**src/rtl/msb_pkg.sv**
```systemverilog
`default_nettype none
// ----------------------------------------------------------------------------
// msb_pkg - shared buffer stack package
// Sizes, slot pointer widths and the controller command bundle.
// ----------------------------------------------------------------------------
package msb_pkg;

   localparam int NUM_STACKS = 4;
   localparam int CAPACITY   = 16;

   // slot pointer holds CAPACITY as the null code
   localparam int SLOT_W  = $clog2(CAPACITY + 1);
   localparam int IDX_W   = $clog2(CAPACITY);
   localparam int STACK_W = 2;
   localparam int DATA_W  = 32;

   localparam logic [SLOT_W-1:0] NULL_SLOT = SLOT_W'(CAPACITY);

   localparam logic OP_PUSH = 1'b0;
   localparam logic OP_POP  = 1'b1;

   // controller to datapath
   typedef struct packed {
      logic load_req;   // capture an accepted request
      logic read;       // pick the slot, read link and data stores
      logic exec;       // update pointers and stores, load the response
   } msb_cmd_type;

endpackage
`default_nettype wire

```
**src/rtl/msb_ctrl.sv**
```systemverilog
`default_nettype none
// ----------------------------------------------------------------------------
// msb_ctrl - sequencer
// Three-state controller: idle, read, execute. Owns the response valid flag.
// ----------------------------------------------------------------------------
module msb_ctrl (
   input  wire                  clock,
   input  wire                  reset,
   input  wire                  req_valid,
   output logic                 req_ready,
   output logic                 rsp_valid,
   input  wire                  rsp_ready,
   output msb_pkg::msb_cmd_type cmd
);

   localparam logic [1:0] ST_IDLE = 2'd0;
   localparam logic [1:0] ST_READ = 2'd1;
   localparam logic [1:0] ST_EXEC = 2'd2;

   logic [1:0] state_ff, state_in;
   logic       rsp_valid_ff, rsp_valid_in;
   logic       out_free, accept, exec_fire;

   // response slot free this cycle
   assign out_free  = !rsp_valid_ff || rsp_ready;
   assign exec_fire = (state_ff == ST_EXEC) && out_free;
   assign req_ready = (state_ff == ST_IDLE) || exec_fire;
   assign accept    = req_valid && req_ready;

   assign cmd.load_req = accept;
   assign cmd.read     = (state_ff == ST_READ);
   assign cmd.exec     = exec_fire;
   assign rsp_valid    = rsp_valid_ff;

   // next state
   always_comb begin
      state_in = state_ff;
      case (state_ff)
         ST_IDLE: begin
            if (accept) state_in = ST_READ;
         end
         ST_READ: begin
            state_in = ST_EXEC;
         end
         ST_EXEC: begin
            if (exec_fire) state_in = accept ? ST_READ : ST_IDLE;
         end
         default: begin
            state_in = ST_IDLE;
         end
      endcase
   end

   // response valid: set on execute, cleared when taken
   always_comb begin
      if (exec_fire)      rsp_valid_in = 1'b1;
      else if (rsp_ready) rsp_valid_in = 1'b0;
      else                rsp_valid_in = rsp_valid_ff;
   end

   always_ff @(posedge clock) begin
      if (reset) begin
         state_ff     <= ST_IDLE;
         rsp_valid_ff <= 1'b0;
      end else begin
         state_ff     <= state_in;
         rsp_valid_ff <= rsp_valid_in;
      end
   end

endmodule
`default_nettype wire

```
**src/rtl/msb_datapath.sv**
```systemverilog
`default_nettype none
// ----------------------------------------------------------------------------
// msb_datapath - stack pointers and slot stores
// Head pointers, free list head, fill count, link and data memories.
// ----------------------------------------------------------------------------
module msb_datapath (
   input  wire                                 clock,
   input  wire                                 reset,
   input  msb_pkg::msb_cmd_type                cmd,
   input  wire                                 req_type,
   input  wire [msb_pkg::STACK_W-1:0]          req_stack_index,
   input  wire signed [msb_pkg::DATA_W-1:0]    req_push_value,
   output logic                                rsp_success,
   output logic signed [msb_pkg::DATA_W-1:0]   rsp_popped_value
);

   localparam int SW = msb_pkg::SLOT_W;
   localparam int IW = msb_pkg::IDX_W;
   localparam int DW = msb_pkg::DATA_W;

   // stores
   logic [SW-1:0] link_mem [msb_pkg::CAPACITY];
   logic [DW-1:0] data_mem [msb_pkg::CAPACITY];

   // pointer state
   logic [SW-1:0] stack_head_ff [msb_pkg::NUM_STACKS];
   logic [SW-1:0] free_head_ff;
   logic [SW-1:0] fill_ff;        // slots at or above are untouched since reset

   // request and read-stage registers
   logic                          op_ff;
   logic [msb_pkg::STACK_W-1:0]   sidx_ff;
   logic [DW-1:0]                 value_ff;
   logic [SW-1:0]                 slot_ff, slot_in;
   logic [SW-1:0]                 link_rd_ff;
   logic [DW-1:0]                 data_rd_ff;
   logic [SW-1:0]                 head_cur_ff, head_cur_in;

   // response payload
   logic                          success_ff;
   logic [DW-1:0]                 popped_ff;

   logic          sidx_ok;
   logic [SW-1:0] link_eff;
   logic          slot_ok;
   logic          do_push, do_pop;

   assign sidx_ok = (32'(sidx_ff) < msb_pkg::NUM_STACKS);

   // slot under work: free head for push, stack top for pop
   always_comb begin
      head_cur_in = sidx_ok ? stack_head_ff[sidx_ff] : msb_pkg::NULL_SLOT;
      slot_in     = (op_ff == msb_pkg::OP_POP) ? head_cur_in : free_head_ff;
   end

   // untouched slot links implicitly to the next one (last gives null)
   assign link_eff = (slot_ff >= fill_ff) ? SW'(slot_ff + SW'(1)) : link_rd_ff;
   assign slot_ok  = sidx_ok && (slot_ff < msb_pkg::NULL_SLOT);
   assign do_push  = cmd.exec && slot_ok && (op_ff == msb_pkg::OP_PUSH);
   assign do_pop   = cmd.exec && slot_ok && (op_ff == msb_pkg::OP_POP);

   // request capture
   always_ff @(posedge clock) begin
      if (cmd.load_req) begin
         op_ff    <= req_type;
         sidx_ff  <= req_stack_index;
         value_ff <= req_push_value;
      end
   end

   // read stage: registered store reads
   always_ff @(posedge clock) begin
      if (cmd.read) begin
         slot_ff     <= slot_in;
         head_cur_ff <= head_cur_in;
         link_rd_ff  <= link_mem[slot_in[IW-1:0]];
         data_rd_ff  <= data_mem[slot_in[IW-1:0]];
      end
   end

   // store writes
   always_ff @(posedge clock) begin
      if (do_push) begin
         link_mem[slot_ff[IW-1:0]] <= head_cur_ff;
         data_mem[slot_ff[IW-1:0]] <= value_ff;
      end else if (do_pop) begin
         link_mem[slot_ff[IW-1:0]] <= free_head_ff;
      end
   end

   // pointer updates
   always_ff @(posedge clock) begin
      if (reset) begin
         for (int i = 0; i < msb_pkg::NUM_STACKS; i++) begin
            stack_head_ff[i] <= msb_pkg::NULL_SLOT;
         end
         free_head_ff <= '0;
         fill_ff      <= '0;
      end else if (do_push) begin
         stack_head_ff[sidx_ff] <= slot_ff;
         free_head_ff           <= link_eff;
         if (slot_ff == fill_ff) fill_ff <= SW'(fill_ff + SW'(1));
      end else if (do_pop) begin
         stack_head_ff[sidx_ff] <= link_eff;
         free_head_ff           <= slot_ff;
      end
   end

   // response payload
   always_ff @(posedge clock) begin
      if (cmd.exec) begin
         success_ff <= slot_ok;
         popped_ff  <= do_pop ? data_rd_ff : '0;
      end
   end

   assign rsp_success      = success_ff;
   assign rsp_popped_value = signed'(popped_ff);

endmodule
`default_nettype wire

```
**src/rtl/multi_stack_shared_buffer_unit.sv**
```systemverilog
`default_nettype none
// Flow: read state reads the head pointer then the link store; execute state
//   writes back and loads the response, waiting while the response slot is full.
//   The next request is accepted as the current one executes, not while reading.
// Reset: synchronous; all stacks empty, free list runs through every slot in
//   order (tracked by a fill count, no clearing pass), no response pending.
// ----------------------------------------------------------------------------
// multi_stack_shared_buffer_unit - several LIFO stacks in one slot store
// Push takes the free list head, pop returns the top slot to the free list.
// ----------------------------------------------------------------------------
module multi_stack_shared_buffer_unit (
   input  wire                                 clock,
   input  wire                                 reset,
   input  wire                                 req_valid,
   output logic                                req_ready,
   input  wire                                 req_type,
   input  wire [msb_pkg::STACK_W-1:0]          req_stack_index,
   input  wire signed [msb_pkg::DATA_W-1:0]    req_push_value,
   output logic                                rsp_valid,
   input  wire                                 rsp_ready,
   output logic                                rsp_success,
   output logic signed [msb_pkg::DATA_W-1:0]   rsp_popped_value
);

   msb_pkg::msb_cmd_type cmd;

   // sequencer
   msb_ctrl u_ctrl (
      .clock     (clock),
      .reset     (reset),
      .req_valid (req_valid),
      .req_ready (req_ready),
      .rsp_valid (rsp_valid),
      .rsp_ready (rsp_ready),
      .cmd       (cmd)
   );

   // pointers and stores
   msb_datapath u_datapath (
      .clock            (clock),
      .reset            (reset),
      .cmd              (cmd),
      .req_type         (req_type),
      .req_stack_index  (req_stack_index),
      .req_push_value   (req_push_value),
      .rsp_success      (rsp_success),
      .rsp_popped_value (rsp_popped_value)
   );

endmodule
`default_nettype wire

```
**config.mk**
```make
export PLATFORM = sky130hd
export DESIGN_NAME = multi_stack_shared_buffer_unit
export DESIGN_NICKNAME = d
export VERILOG_FILES = /design/src/rtl/msb_pkg.sv /design/src/rtl/msb_ctrl.sv /design/src/rtl/msb_datapath.sv /design/src/rtl/multi_stack_shared_buffer_unit.sv
export SDC_FILE = /design/constraint.sdc
export NUM_CORES = 1
export LEC_CHECK = 0
export BUFFER_PORTS_ARGS = -buffer_cell sky130_fd_sc_hd__clkbuf_2
export CORE_MARGIN = 4
export CORE_UTILIZATION = 45
export CTS_CLUSTER_SIZE = 30
export DETAILED_ROUTE_END_ITERATION = 8
export SYNTH_ARGS = -nofsm -noshare
export SYNTH_HDL_FRONTEND = slang
export SYNTH_SLANG_ARGS = --single-unit
```
**constraint.sdc**
```tcl
create_clock -name clock -period 13.9 [get_ports clock]
set_clock_uncertainty 0.05 [all_clocks]
set_input_delay 2.78 -clock clock [delete_from_list [all_inputs] [get_ports clock]]
set_output_delay 2.78 -clock clock [all_outputs]
set_load 0.02 [all_outputs]
```
; Word level (Yosys, flattened, before mapping)
; Memories as Yosys holds them, arrays and structs flattened. A register that Yosys moved wholly into a read port is not among the register bits.
; Index checks and enable logic that the tools add are counted.
[totals]
reg_bits = 91
romBits = 0
memories = 3
latch_bits = 0
word_cells = 67
ram_bits = 612
inputBits = 39
[mem_list]
columns = memory, words, width, read_ports, rd_clocked_by_memory_dff, write_ports, line
row1 = u_datapath.data_mem, 16, 32, 1, 1, 1, msb_datapath.sv:23  ; logic [DW-1:0] data_mem [msb_pkg::CAPACITY];
row2 = u_datapath.link_mem, 16, 5, 1, 1, 1, msb_datapath.sv:22  ; logic [SW-1:0] link_mem [msb_pkg::CAPACITY];
row3 = u_datapath.stack_head_ff, 4, 5, 1, 1, 4, msb_datapath.sv:26  ; logic [SW-1:0] stack_head_ff [msb_pkg::NUM_STACKS];
[classes]
multipliers = 0
bitwise = 3
shift = 0
muxes = 27
reduce_logical = 14
add_sub_neg = 2
n_lt_le_gt_ge = 2
n_eq_ne = 5
div_mod_pow = 0
[ops]
columns = cell, n
row1 = 5-bit two-way mux, 7
row2 = 1-bit two-way mux, 15
row3 = "5-bit by 1-bit adder with 5-bit output, second input constant", 2
row4 = 2-bit two-way mux, 4
row5 = 2-bit one-hot mux with 3 select lines, 1
row6 = 5-bit equality test, 1
row7 = 5-bit >= comparator, 1
row8 = 1-bit logical AND, 5
row9 = "5-bit less-than comparator, second input constant", 1
row10 = 5-bit OR reduction, 1
row11 = "2-bit by 1-bit inequality test with 1-bit output, second input constant", 2
row12 = 2-bit AND reduction, 2
row13 = 2-bit nonzero test, 2
row14 = "2-bit by 1-bit equality test with 1-bit output, second input constant", 1
row15 = "2-bit equality test, second input constant", 1
row16 = 2-bit zero test, 1
row17 = 1-bit logical OR, 2
row18 = 1-bit OR, 2
row19 = 1-bit zero test, 1
row20 = 1-bit NOT, 1

; Depth between registers and ports, before layout
; Gate-level depths: netlist (run 1).
[logic_depth]
word_depth = 12
ltp_mapped = 10
depth_no_buf = 8

; Hierarchy
; Synthesis (run 1) repeated with hierarchy kept, for this count alone.
[unflattened]
cells_unflattened = 1911
hier_area_um2 = 28588.7
[modules_own_cells]
columns = mod, instances, area_each_um2, seq_area_each_um2, cells_per_inst
row1 = msb_datapath, 1, 28417.3, 22071.2, 1894
row2 = msb_ctrl, 1, 171.4, 60.1, 17

; Worst setup path after synthesis (run 1)
; Ideal clock, no wire load.
[synth_timing]
path_type = in2reg
startpoint = in rsp_ready
endpoint = mem u_datapath.data_mem[12][0] (netlist bit) (enable)
n_path_buf = 1
setup_ns = 0.461
arrival_ns = 5.798
stages = 5
setup_slack_ns = 7.591
cell_sequence = nor2b_1 nor3_1 clkbuf_1 nand2_1 nor3_1
[synth_between]
elab_chain_cells = 6
[synth_rtl]
columns = element, line
row1 = "start, declared", multi_stack_shared_buffer_unit.sv:20  ; input wire rsp_ready,
row2 = 1-bit logical OR, msb_ctrl.sv:25  ; assign out_free = !rsp_valid_ff || rsp_ready;
row3 = 1-bit logical AND, msb_ctrl.sv:26  ; assign exec_fire = (state_ff == ST_EXEC) && out_free;
row4 = 1-bit logical AND (2 in series), msb_datapath.sv:59  ; assign do_push = cmd.exec && slot_ok && (op_ff == msb_pkg::OP_PUSH);
row5 = 1-bit two-way mux, msb_datapath.sv:83  ; if (do_push) begin
row6 = 1-bit two-way mux (implied by the code), msb_datapath.sv:85  ; data_mem[slot_ff[IW-1:0]] <= value_ff;
row7 = "end, declared", msb_datapath.sv:23
; Every way passes these cells.

; Worst setup path after layout (run 1)
[layout_timing]
startpoint = in rsp_ready
endpoint = out req_ready
[layout_between]
elab_chain_cells = 3
[layout_rtl]
columns = element, line
row1 = 1-bit logical OR, msb_ctrl.sv:25
row2 = 1-bit logical AND, msb_ctrl.sv:26
row3 = 1-bit logical OR, msb_ctrl.sv:27  ; assign req_ready = (state_ff == ST_IDLE) || exec_fire;
row4 = "end, declared", multi_stack_shared_buffer_unit.sv:15  ; output logic req_ready,
; Every way passes these cells.

==> out/metrics.cfg, run 1 <==
[logic_synthesis]
synthAdderAreaFrac_pct = 0.439
synth_top_cell_by_area = edfxtp_1
synth_top_family_by_area = compound AO/OA/AOI/OAI gates
synth_compound_area_share_pct = 9.51
synthCells = 1912
yosysWarnings = 0
async_flop_share_pct = 0
synthMuxAreaShare_pct = 2.30
ys_types = 42
syn_nets = 1961
synth_edf_count = 727
ys_ff_latch = 742
avgSynthCellArea_sq_um = 14.9
yosysMostFrequentCell = edfxtp_1
synth_area_sq_um = 28500
synth_top_area_share_pct = 76.6
synthXorXnorAreaFrac_pct = 0.154
synthSimpleGateAreaFrac_pct = 7.84
ys_top_cells_by_area = edfxtp_1 77%, nand2_1 5.6%, a32oi_1 3.4%
synth_ff_type = edfxtp_1
ys_seq_area_share_pct = 77.6
synthTopCellsByCount = 727 x edfxtp_1, 427 x nand2_1, 192 x a21oi_1

[floorplan]
dieArea_sq_um = 67500
die_h_um = 260
start_util_pct = 45.4
pin_count = 74
core_sq_um = 62900
rows = 92
fp.dieW_um = 260

[setup_path]
crit_start = rsp_ready
worstReg2RegStart = u_datapath.op_ff
start_kind = primary input
cp.required_ns = 11.07
endpoint_kind = output port
cp_max_fo = 5
arrival_ns = 3.59
path_class = in -> out

[clocking]
clk_pin_slew_worst_paths_ns = 0.06
holdBufCountCts = 0
cts_tree = built
clk_latency_ns = 0.61
htreeDepth = 3
cts_buffers = 77
post_cts_buffers = 0
clock-sinks = 742
cts_root_buf = clkbuf_16
post_cts_resized = 0
cts_buffer_depth = 3

[timing]
hold_viol = 0
fin_crit_ns = 6.42
max-slew-margin-rel_pct = 11.0
fmax_mhz = 156
fin_setup_tns_ns = 0
finalSetupViolCount = 0
drv_slew = 0
setup_slack_ns = 7.48
rsz0062_at_grt = no
whs_ns = 0.432
fin_crit_sh_pct = 46.2
tightest_slew_ns = 1.34

[finish]
final_core_util_pct = 51.4
final-seq-area_sq_um = 22100
area_delta_synth_final_pct = 13.2
fin_nets = 2019
multi_input_area_sq_um = 5960
fill_cells = 5202
drive_above_1_share_pct = 12.5

[drt]
totalWireLength_mm = 62.8
drc_errors = 0
first_pass_iters = 6
vias = 16200
drt-initial-drc-count = 1331
ant_nets = 0
wl_per_cell_um = 21.8
viasPerCell = 5.61

[grt]
track_usage_pct = 18.4
grt_pass1_vias = 15800
overflow = 0
grt_max_degree = 260
grt_first_pass_wirelength_mm = 95.0
antenna_found_initial = 0

[pwr]
seq_power_share_pct = 52.8
p_int_mw = 3.72
p_leak_nw = 10.6
power_mw = 4.76
clockPowerShare_pct = 41.6
switchingPower_mw = 1.04
ir_worst_vdd_mv = 0.0847
power_density_nw_per_um2 = 147
comb_power_share_pct = 5.6
swShare_pct = 21.9

[place]
post-place-ws_ns = 7.48
gp_congestion = 0.755
dp_hpwl_mm = 32.9
port-buffer-count = 73

[worst_hold_path]
hold_start = u_datapath.free_head_ff[4]
hold_class = reg -> reg

[run_status]
status = complete, no violations

[job]
drv_cap = 0

==> per-layer routing <==
layer | part of all wire (%) | global-route usage [%]
met1 | 44 | 25.8
met2 | 49 | 30.4
met3 | 5.8 | 2.78
met4 | 1.9 | 5.07
met5 | 0 | 0
==> power by group through the flow <==
| stage | clock network [mW] | logic [mW] | registers, mW |
|---|---|---|---|
| after floorplan | 0 | 0.188 | 2.55 |
| after global placement | 0 | 0.261 | 2.56 |
| after detailed placement | 0 | 0.267 | 2.56 |
| after CTS | 2.02 | 0.268 | 2.52 |
| after global routing | 2.12 | 0.294 | 2.52 |
| final | 1.98 | 0.266 | 2.52 |
==> placed cells by master, fill, tap and decap left out, types with 3 or more instances in the layout <==
master     instances
a211oi_1           3
a21oi_1          192
a221oi_1          37
a22oi_1           37
a32oi_1          111
and3_1            33
buf_4             29
bufinv_16          5
clkbuf_1          11
clkbuf_16         81
clkbuf_2          73
clkinv_1          26
clkinv_2          12
dfxtp_1           15
edfxtp_1         727
ha_1              10
inv_1             17
mux2_2            11
mux2i_1           42
mux4_2             5
nand2_1          427
nand2b_1           6
nand3_1            8
nand4_1            3
nor2_1            40
nor2_4            14
nor3_1             9
nor3_2             5
o21ai_4            3
or3_1              3
xnor2_1            5
==> logic make-up after synthesis <==
kind of cell | after synthesis
and+or+nand+nor | 554
DFF | 742
buffers and inverters | 144
AOI/OAI and AO/OA | 399
adders and majority gates | 10
xor gates and xnor gates | 5
muxes | 58
==> sequential cells by signal, summed over array words and instances (netlist names), 20 cells and up, named ones only <==
name,cells
u_datapath.data_rd_ff,32
u_datapath.link_mem,80
u_datapath.data_mem,512
u_datapath.stack_head_ff,20
u_datapath.value_ff,32
u_datapath.rsp_popped_value,32
==> critical path: stages <==
cell and delay (ns):
clkbuf_2 0.08, nor2b_1 0.36, a21oi_1 0.18, clkbuf_2 0.19
==> area by class of cell <==
type	instances	share of cell area [%]
inverter	19	0.244
antenna	1	0.00775
clock inverter	49	1.15
tap	846	3.28
sequential	742	68.5
clock buffer	92	6.40
multi-input combinational	1026	18.5
timing repair buffer	104	1.93
==> path summary, 6_finish.rpt <==
| path | slack [ns] | depth (start not counted) | endpoint |
|---|---|---|---|
| max | 7.48 | 4 | req_ready |
| min | 0.43 | 2 | u_datapath.free_head_ff[4] |
| max reg2reg | 9.74 | 9 | u_datapath.data_rd_ff[6] |
| min reg2reg | 0.43 | 2 | u_datapath.free_head_ff[4] |
==> through the flow <==
step / cells / area (sq um)
finish: 2879 / 32300
global route: 2878 / 32300
CTS: 2878 / 32300
detailed placement: 2737 / 29800
global placement: 2737 / 29800
floorplan: 1912 / 28500
(Power assumes the default switching activity.)
==> run 2, diff against run 1 <==
Settings changed: ABC_AREA from default to 1.
Clock period 13.9 ns to 6.4 ns, I/O delays scaled along.
==> run 2 against run 1 <==
Effect of this change: count of clock-buffer cells in the layout is 11 higher; cell count is 36% higher; synthesized cell count is 50% higher; first-iteration DRC count is 51% higher.
==> out/metrics.cfg, run 2 <==
[logic_synthesis]
yosysMostFrequentCell = edfxtp_1
async_flop_share_pct = 0  ; unchanged
synth_edf_count = 727  ; unchanged
synthTopCellsByCount = 727 x edfxtp_1, 717 x nand3_1, 558 x inv_1
syn_nets = 2914  ; +49%
avgSynthCellArea_sq_um = 11.1  ; -25%
ys_seq_area_share_pct = 69.4  ; -8.2 points
ys_ff_latch = 742  ; unchanged
ys_top_cells_by_area = edfxtp_1 69%, nand3_1 11%, inv_1 6.6%
ys_types = 31  ; -26%
synth_ff_type = edfxtp_1
synth_top_area_share_pct = 68.5  ; -8.0 points
synth_area_sq_um = 31900  ; +12%
yosysWarnings = 0  ; unchanged
synthCells = 2865  ; +50%
synth_top_cell_by_area = edfxtp_1

[worst_hold_path]
whs_endpoint = u_datapath.free_head_ff[4]
hold_start = u_datapath.free_head_ff[4]
hold_depth = 2  ; unchanged
hold_class = reg -> reg

[setup_path]
crit_start = u_datapath.op_ff
endpoint_kind = flip-flop
path_cells = inv_2 > nand2_8 > buf_4 > buf_4 > nand3_1 > nand3_1 > nand3_1 > nand3_1 > nand2_1
worstReg2RegStart = u_datapath.op_ff
path_class = reg -> reg
worstReg2RegEnd = u_datapath.data_rd_ff[17]
start_kind = flip-flop
worst_path_most_repeated_cell = nand3_1
cpPeakStageDelay_ns = 0.82  ; +0.46 ns
reg2reg_slack_ns = 2.09  ; -7.65 ns
rr_worst_depth = 9  ; unchanged
cp_slowest_cell = buf_4
cp.required_ns = 6.72  ; -4.35 ns
arrival_ns = 4.62  ; +1.03 ns
cp_max_fo = 114  ; +109

[floorplan]
core_sq_um = 70100  ; +12%
die_h_um = 274  ; +5.5%
dieArea_sq_um = 75100  ; +11%
fp.dieW_um = 274  ; +5.5%
rows = 97  ; +5.4%
start_util_pct = 45.4  ; +0.055 points
pin_count = 74  ; unchanged

[finish]
drive_above_1_share_pct = 9.18  ; -3.3 points
fill_cells = 6187  ; +19%
final_common_cell = edfxtp_1
area_delta_synth_final_pct = 12.2
largest_reg_flops = 512  ; unchanged
fin_nets = 2948  ; +46%
diodes = 0  ; -1
final_cell_mix = 727 x edfxtp_1, 717 x nand3_1, 553 x inv_1, 403 x nand2_1, 111 x nand3b_1
finalInstanceArea_sq_um = 35800  ; +11%
final_core_util_pct = 51.0  ; -0.40 points

[clocking]
clk_pin_slew_worst_paths_ns = 0.06  ; about the same
htreeDepth = 3  ; unchanged
post_cts_resized = 0  ; unchanged
cts_root_buf = clkbuf_16
cts_tree = built
cts_buffers = 79  ; +2.6%
post_cts_buffers = 0  ; unchanged
clock-sinks = 742  ; unchanged
cts_buffer_depth = 3  ; unchanged
holdBufCountCts = 0  ; unchanged
clk_latency_ns = 0.62  ; about the same

[timing]
fin_crit_sh_pct = 67.3
drv_slew = 0  ; unchanged
fin_crit_ns = 4.31
max-slew-margin-rel_pct = 20.9  ; +9.9 points
fmax_mhz = 232
hold_viol = 0  ; unchanged
fin_setup_tns_ns = 0  ; unchanged
whs_ns = 0.434  ; +0.00115 ns
tightest_slew_ns = 1.19  ; -0.149 ns
rsz0062_at_grt = no
finalSetupViolCount = 0  ; unchanged

[drt]
ant_nets = 0  ; unchanged
drt-initial-drc-count = 2011  ; +51%
vias = 21200  ; +31%
drc_errors = 0  ; unchanged
wl_per_cell_um = 21.3  ; -2.3%
totalWireLength_mm = 83.2  ; +32%
first_pass_iters = 7  ; +1
viasPerCell = 5.42  ; -3.4%

[grt]
antenna_found_initial = 0  ; unchanged
track_usage_pct = 21.9  ; +3.5 points
grt_max_degree = 160  ; -38%
overflow = 0  ; unchanged
grt_pass1_vias = 20500  ; +29%
grt_first_pass_wirelength_mm = 124  ; +30%

[pwr]
power_density_nw_per_um2 = 316  ; +110%
p_leak_nw = 14.3  ; +35%
power_mw = 11.3  ; +140%
ir_worst_vdd_mv = 0.233  ; +170%

[place]
dp_hpwl_mm = 40.0  ; +22%
port-buffer-count = 73  ; unchanged
gp_congestion = 0.813  ; +7.7%
dpl_cell_area_sq_um = 33100  ; +11%

[run_status]
status = complete, no violations

[job]
drv_cap = 0  ; unchanged

==> run 2: cell types whose count changed after synthesis, moves of 19 or more <==
cell      previous run  this run
a21oi_1            192        16
a32oi_1            111         0
nand3_1              8       717
a221oi_1            37         0
o21ai_0              2        21
and3_1              33         0
buf_2               53        83
mux2i_1             42         0
a22oi_1             37         4
inv_1               18       558
buf_1                2        24
nand3b_1             2       111
nand2_1            427       406
clkbuf_1            69        35
==> run 2: power breakdown <==
group | switching, mW | total (mW) | internal [mW] | leakage (nW)
clock network | 1.88 | 4.70 | 2.83 | 1.30
logic | 0.770 | 1.06 | 0.288 | 6.31
registers | 0.0901 | 5.55 | 5.46 | 6.74
total | 2.74 | 11.3 | 8.58 | 14.3
==> run 2: critical path: cells and delay by family (launching register included) <==
kind,cells,cell delay [ns]
buffers and inverters,3,1.90
and+or+nand+nor,6,1.26
DFF,1,0.73
==> run 2: worst max-delay path by stage <==
| stage | endpoint | slack, ns | cells after the start |
|---|---|---|---|
| after floorplan | u_datapath.data_mem[10][0] | 1.66 | 7 |
| after global placement | u_datapath.data_rd_ff[17] | 2.32 | 9 |
| after detailed placement | u_datapath.data_rd_ff[10] | 2.20 | 9 |
| after CTS | u_datapath.data_rd_ff[17] | 2.19 | 9 |
| after global routing | u_datapath.data_rd_ff[15] | 1.84 | 9 |
| final | u_datapath.data_rd_ff[17] | 2.09 | 9 |
==> run 2: cells by family after synthesis <==
kind of cell	count (synthesis)	share of synthesized area [%]
compound gates	47	0.809
xor+xnor	3	0.0825
fa+ha+maj	10	0.393
buf+inv	727	9.12
flops	742	69.4
simple gates	1336	20.1
==> run 2: area by class of cell <==
class,instances,area [sq um],area share (%)
clock buffers,103,2160,6.05
clock inverters,43,493,1.38
inverters,566,2120,5.94
multi-input cells,1396,6980,19.5
flip-flops and latches,742,22100,61.9
well taps,940,1180,3.29
repair buffers,114,698,1.95
==> run 2: per-layer routing <==
layer  share of wire [%]  global-route usage (%)  wire length, um  vias to the layer above
li1                    -                       -                -                     9703
met1                  42                    29.9            35100                    10400
met2                  47                    35.6            39000                      944
met3                 8.0                    3.80             6670                      160
met4                 2.9                    7.71             2390                        0
met5                   0                       0                0                        -
==> run 2: metrics by stage <==
step	setup slack (ns)	instances
after floorplan	1.66	2865
after global placement	2.32	3758
after detailed placement	2.20	3758
after CTS	2.19	3904
after global routing	1.84	3904
final	2.09	3904
==> run 3, diff against run 2 <==
Clock period 6.4 ns to 4 ns, I/O delays scaled along.
==> run 3 against run 2 <==
Effect of this change: critical path depth fell by 1; clock power grew 49%; cell count rose by 0.20%; combinational power increased by 62%; sequential share of layout area hardly changed; flip-flop and latch count is the same; via count fell by 2.5%; count of clock-buffer cells in the layout up 5; core utilization about the same; routed wire length shrank 4.8%; total power up 56%; sequential power rose by 60%.
==> out/metrics.cfg, run 3 (synthesis gave the netlist of run 2 again) <==
[clocking]
clk_pin_slew_worst_paths_ns = 0.06  ; about the same
post_cts_resized = 0  ; unchanged
clk_latency_ns = 0.62  ; about the same
clock-sinks = 742  ; unchanged
cts_tree = built
holdBufCountCts = 0  ; unchanged
cts_buffers = 79  ; unchanged
post_cts_buffers = 0  ; unchanged
htreeDepth = 3  ; unchanged
cts_root_buf = clkbuf_16
cts_buffer_depth = 3  ; unchanged

[drt]
drt-initial-drc-count = 1928  ; -4.1%
wl_per_cell_um = 20.2  ; -5.0%
drc_errors = 0  ; unchanged
vias = 20600  ; -2.5%
first_pass_iters = 6  ; -1
ant_nets = 0  ; unchanged
totalWireLength_mm = 79.2  ; -4.8%
viasPerCell = 5.27  ; -2.7%

[floorplan]
rows = 97  ; unchanged
start_util_pct = 45.4  ; unchanged
pin_count = 74  ; unchanged
die_h_um = 274  ; unchanged
core_sq_um = 70100  ; unchanged
fp.dieW_um = 274  ; unchanged
dieArea_sq_um = 75100  ; unchanged

[setup_path]
cp_slowest_cell = edfxtp_1
rr_worst_depth = 8  ; -1
cp_max_fo = 46  ; -60%
path_class = reg -> reg
endpoint_kind = flip-flop
start_kind = flip-flop
worstReg2RegStart = u_datapath.op_ff
cp.required_ns = 4.30  ; -2.42 ns
worst_path_most_repeated_cell = nand3_1
path_delay_family = simple AND/OR/NAND/NOR gates
worst-path-buf-inv = 2  ; -1
reg2reg_slack_ns = 1.10  ; -1.00 ns
arrival_ns = 3.20  ; -1.42 ns
crit_start = u_datapath.op_ff
path_cells = inv_2 > nand2_1 > nand2_4 > buf_12 > nand3_1 > nand3_1 > nand3_1 > nand2_1
cpPeakStageDelay_ns = 0.73  ; -0.09 ns
worstReg2RegEnd = u_datapath.data_rd_ff[14]

[grt]
grt_first_pass_wirelength_mm = 121  ; -2.5%
antenna_found_initial = 0  ; unchanged
grt_pass1_vias = 20100  ; -1.6%
track_usage_pct = 21.0  ; -0.83 points
overflow = 0  ; unchanged
grt_max_degree = 157  ; -1.9%

[run_status]
status = complete, no violations

[timing]
drv_slew = 0  ; unchanged
finalSetupViolCount = 0  ; unchanged
whs_ns = 0.304  ; -0.129 ns
fmax_mhz = 344  ; +48%
max-slew-margin-rel_pct = 23.1  ; +2.2 points
hold_viol = 0  ; unchanged
tightest_slew_ns = 1.15  ; -0.0327 ns
rsz0062_at_grt = no
setup_slack_ns = 1.10  ; -0.998 ns
fin_crit_ns = 2.90  ; -1.40 ns
fin_crit_sh_pct = 72.6  ; +5.3 points

[finish]
final_cell_mix = 727 x edfxtp_1, 717 x nand3_1, 553 x inv_1, 403 x nand2_1, 111 x nand3b_1
finalInstanceArea_sq_um = 35800  ; about the same
largest_reg_flops = 512  ; unchanged
diodes = 0  ; unchanged
final_common_cell = edfxtp_1
area_delta_synth_final_pct = 12.2  ; about the same
fin_nets = 2960  ; +0.41%
drive_above_1_share_pct = 9.19  ; about the same

[worst_hold_path]
hold_class = in -> reg
hold_start = req_push_value[19]
whs_endpoint = u_datapath.value_ff[19]
hold_depth = 1  ; -1

[place]
dp_hpwl_mm = 42.5  ; +6.1%
gp_congestion = 0.837  ; +3.0%
post-place-ws_ns = 1.12  ; -1.08 ns
dpl_cell_area_sq_um = 33300  ; +0.65%
port-buffer-count = 73  ; unchanged

[pwr]
p_leak_nw = 14.3  ; about the same
ir_worst_vdd_mv = 0.329  ; +41%
power_density_nw_per_um2 = 492  ; +56%

[job]
drv_cap = 0  ; unchanged

## run 3: changes by cell type in the layout (fill, tap and decap cells not counted), sizes merged
cell,delta
inv,-1
clkbuf,+5
bufinv,-5
buf,+12
clkinv,-4
clkinvlp,+1
## run 3: layout make-up
type,count,area [sq um]
clock inverter,34,330
tap,940,1180
sequential,742,22100
multi-input combinational,1396,6980
fill,6208,34400
clock buffer,108,2120
timing repair buffer,126,913
inverter,566,2120
## run 3: metrics by stage
step	util, %	setup TNS, ns	cells	total power, mW
after global routing	51.0	0	3912	18.3
after detailed placement	47.5	0	3770	10.8
after global placement	47.5	0	3770	10.7
final	51.0	0	3912	17.6
after floorplan	-	-92.55	2865	10.2
after CTS	51.0	0	3912	17.8
## run 3: worst max path at each step
stage / to / slack [ns] / cells past startpoint
global placement: u_datapath.data_mem[5][17] / 1.19 / 9
floorplan: u_datapath.data_mem[10][0] / -0.26 / 7
CTS: u_datapath.data_rd_ff[14] / 1.10 / 8
detailed placement: u_datapath.data_rd_ff[3] / 1.12 / 8
finish: u_datapath.data_rd_ff[14] / 1.10 / 8
global route: u_datapath.data_rd_ff[14] / 0.94 / 10
## run 3: power breakdown
group	internal [mW]	total, mW	switching (mW)
clock network	4.09	7.00	2.91
registers	8.74	8.89	0.154
logic	0.489	1.72	1.23
total	13.3	17.6	4.30
## run 3: layer usage
| metal | track usage [%] | part of all wire (%) | vias up |
|---|---|---|---|
| met2 | 35.2 | 48 | 714 |
| met4 | 6.62 | 2.2 | 0 |
| met5 | 0 | 0 | - |
| met3 | 3.61 | 7.3 | 134 |
| met1 | 28.3 | 42 | 10100 |
| li1 | - | - | 9717 |
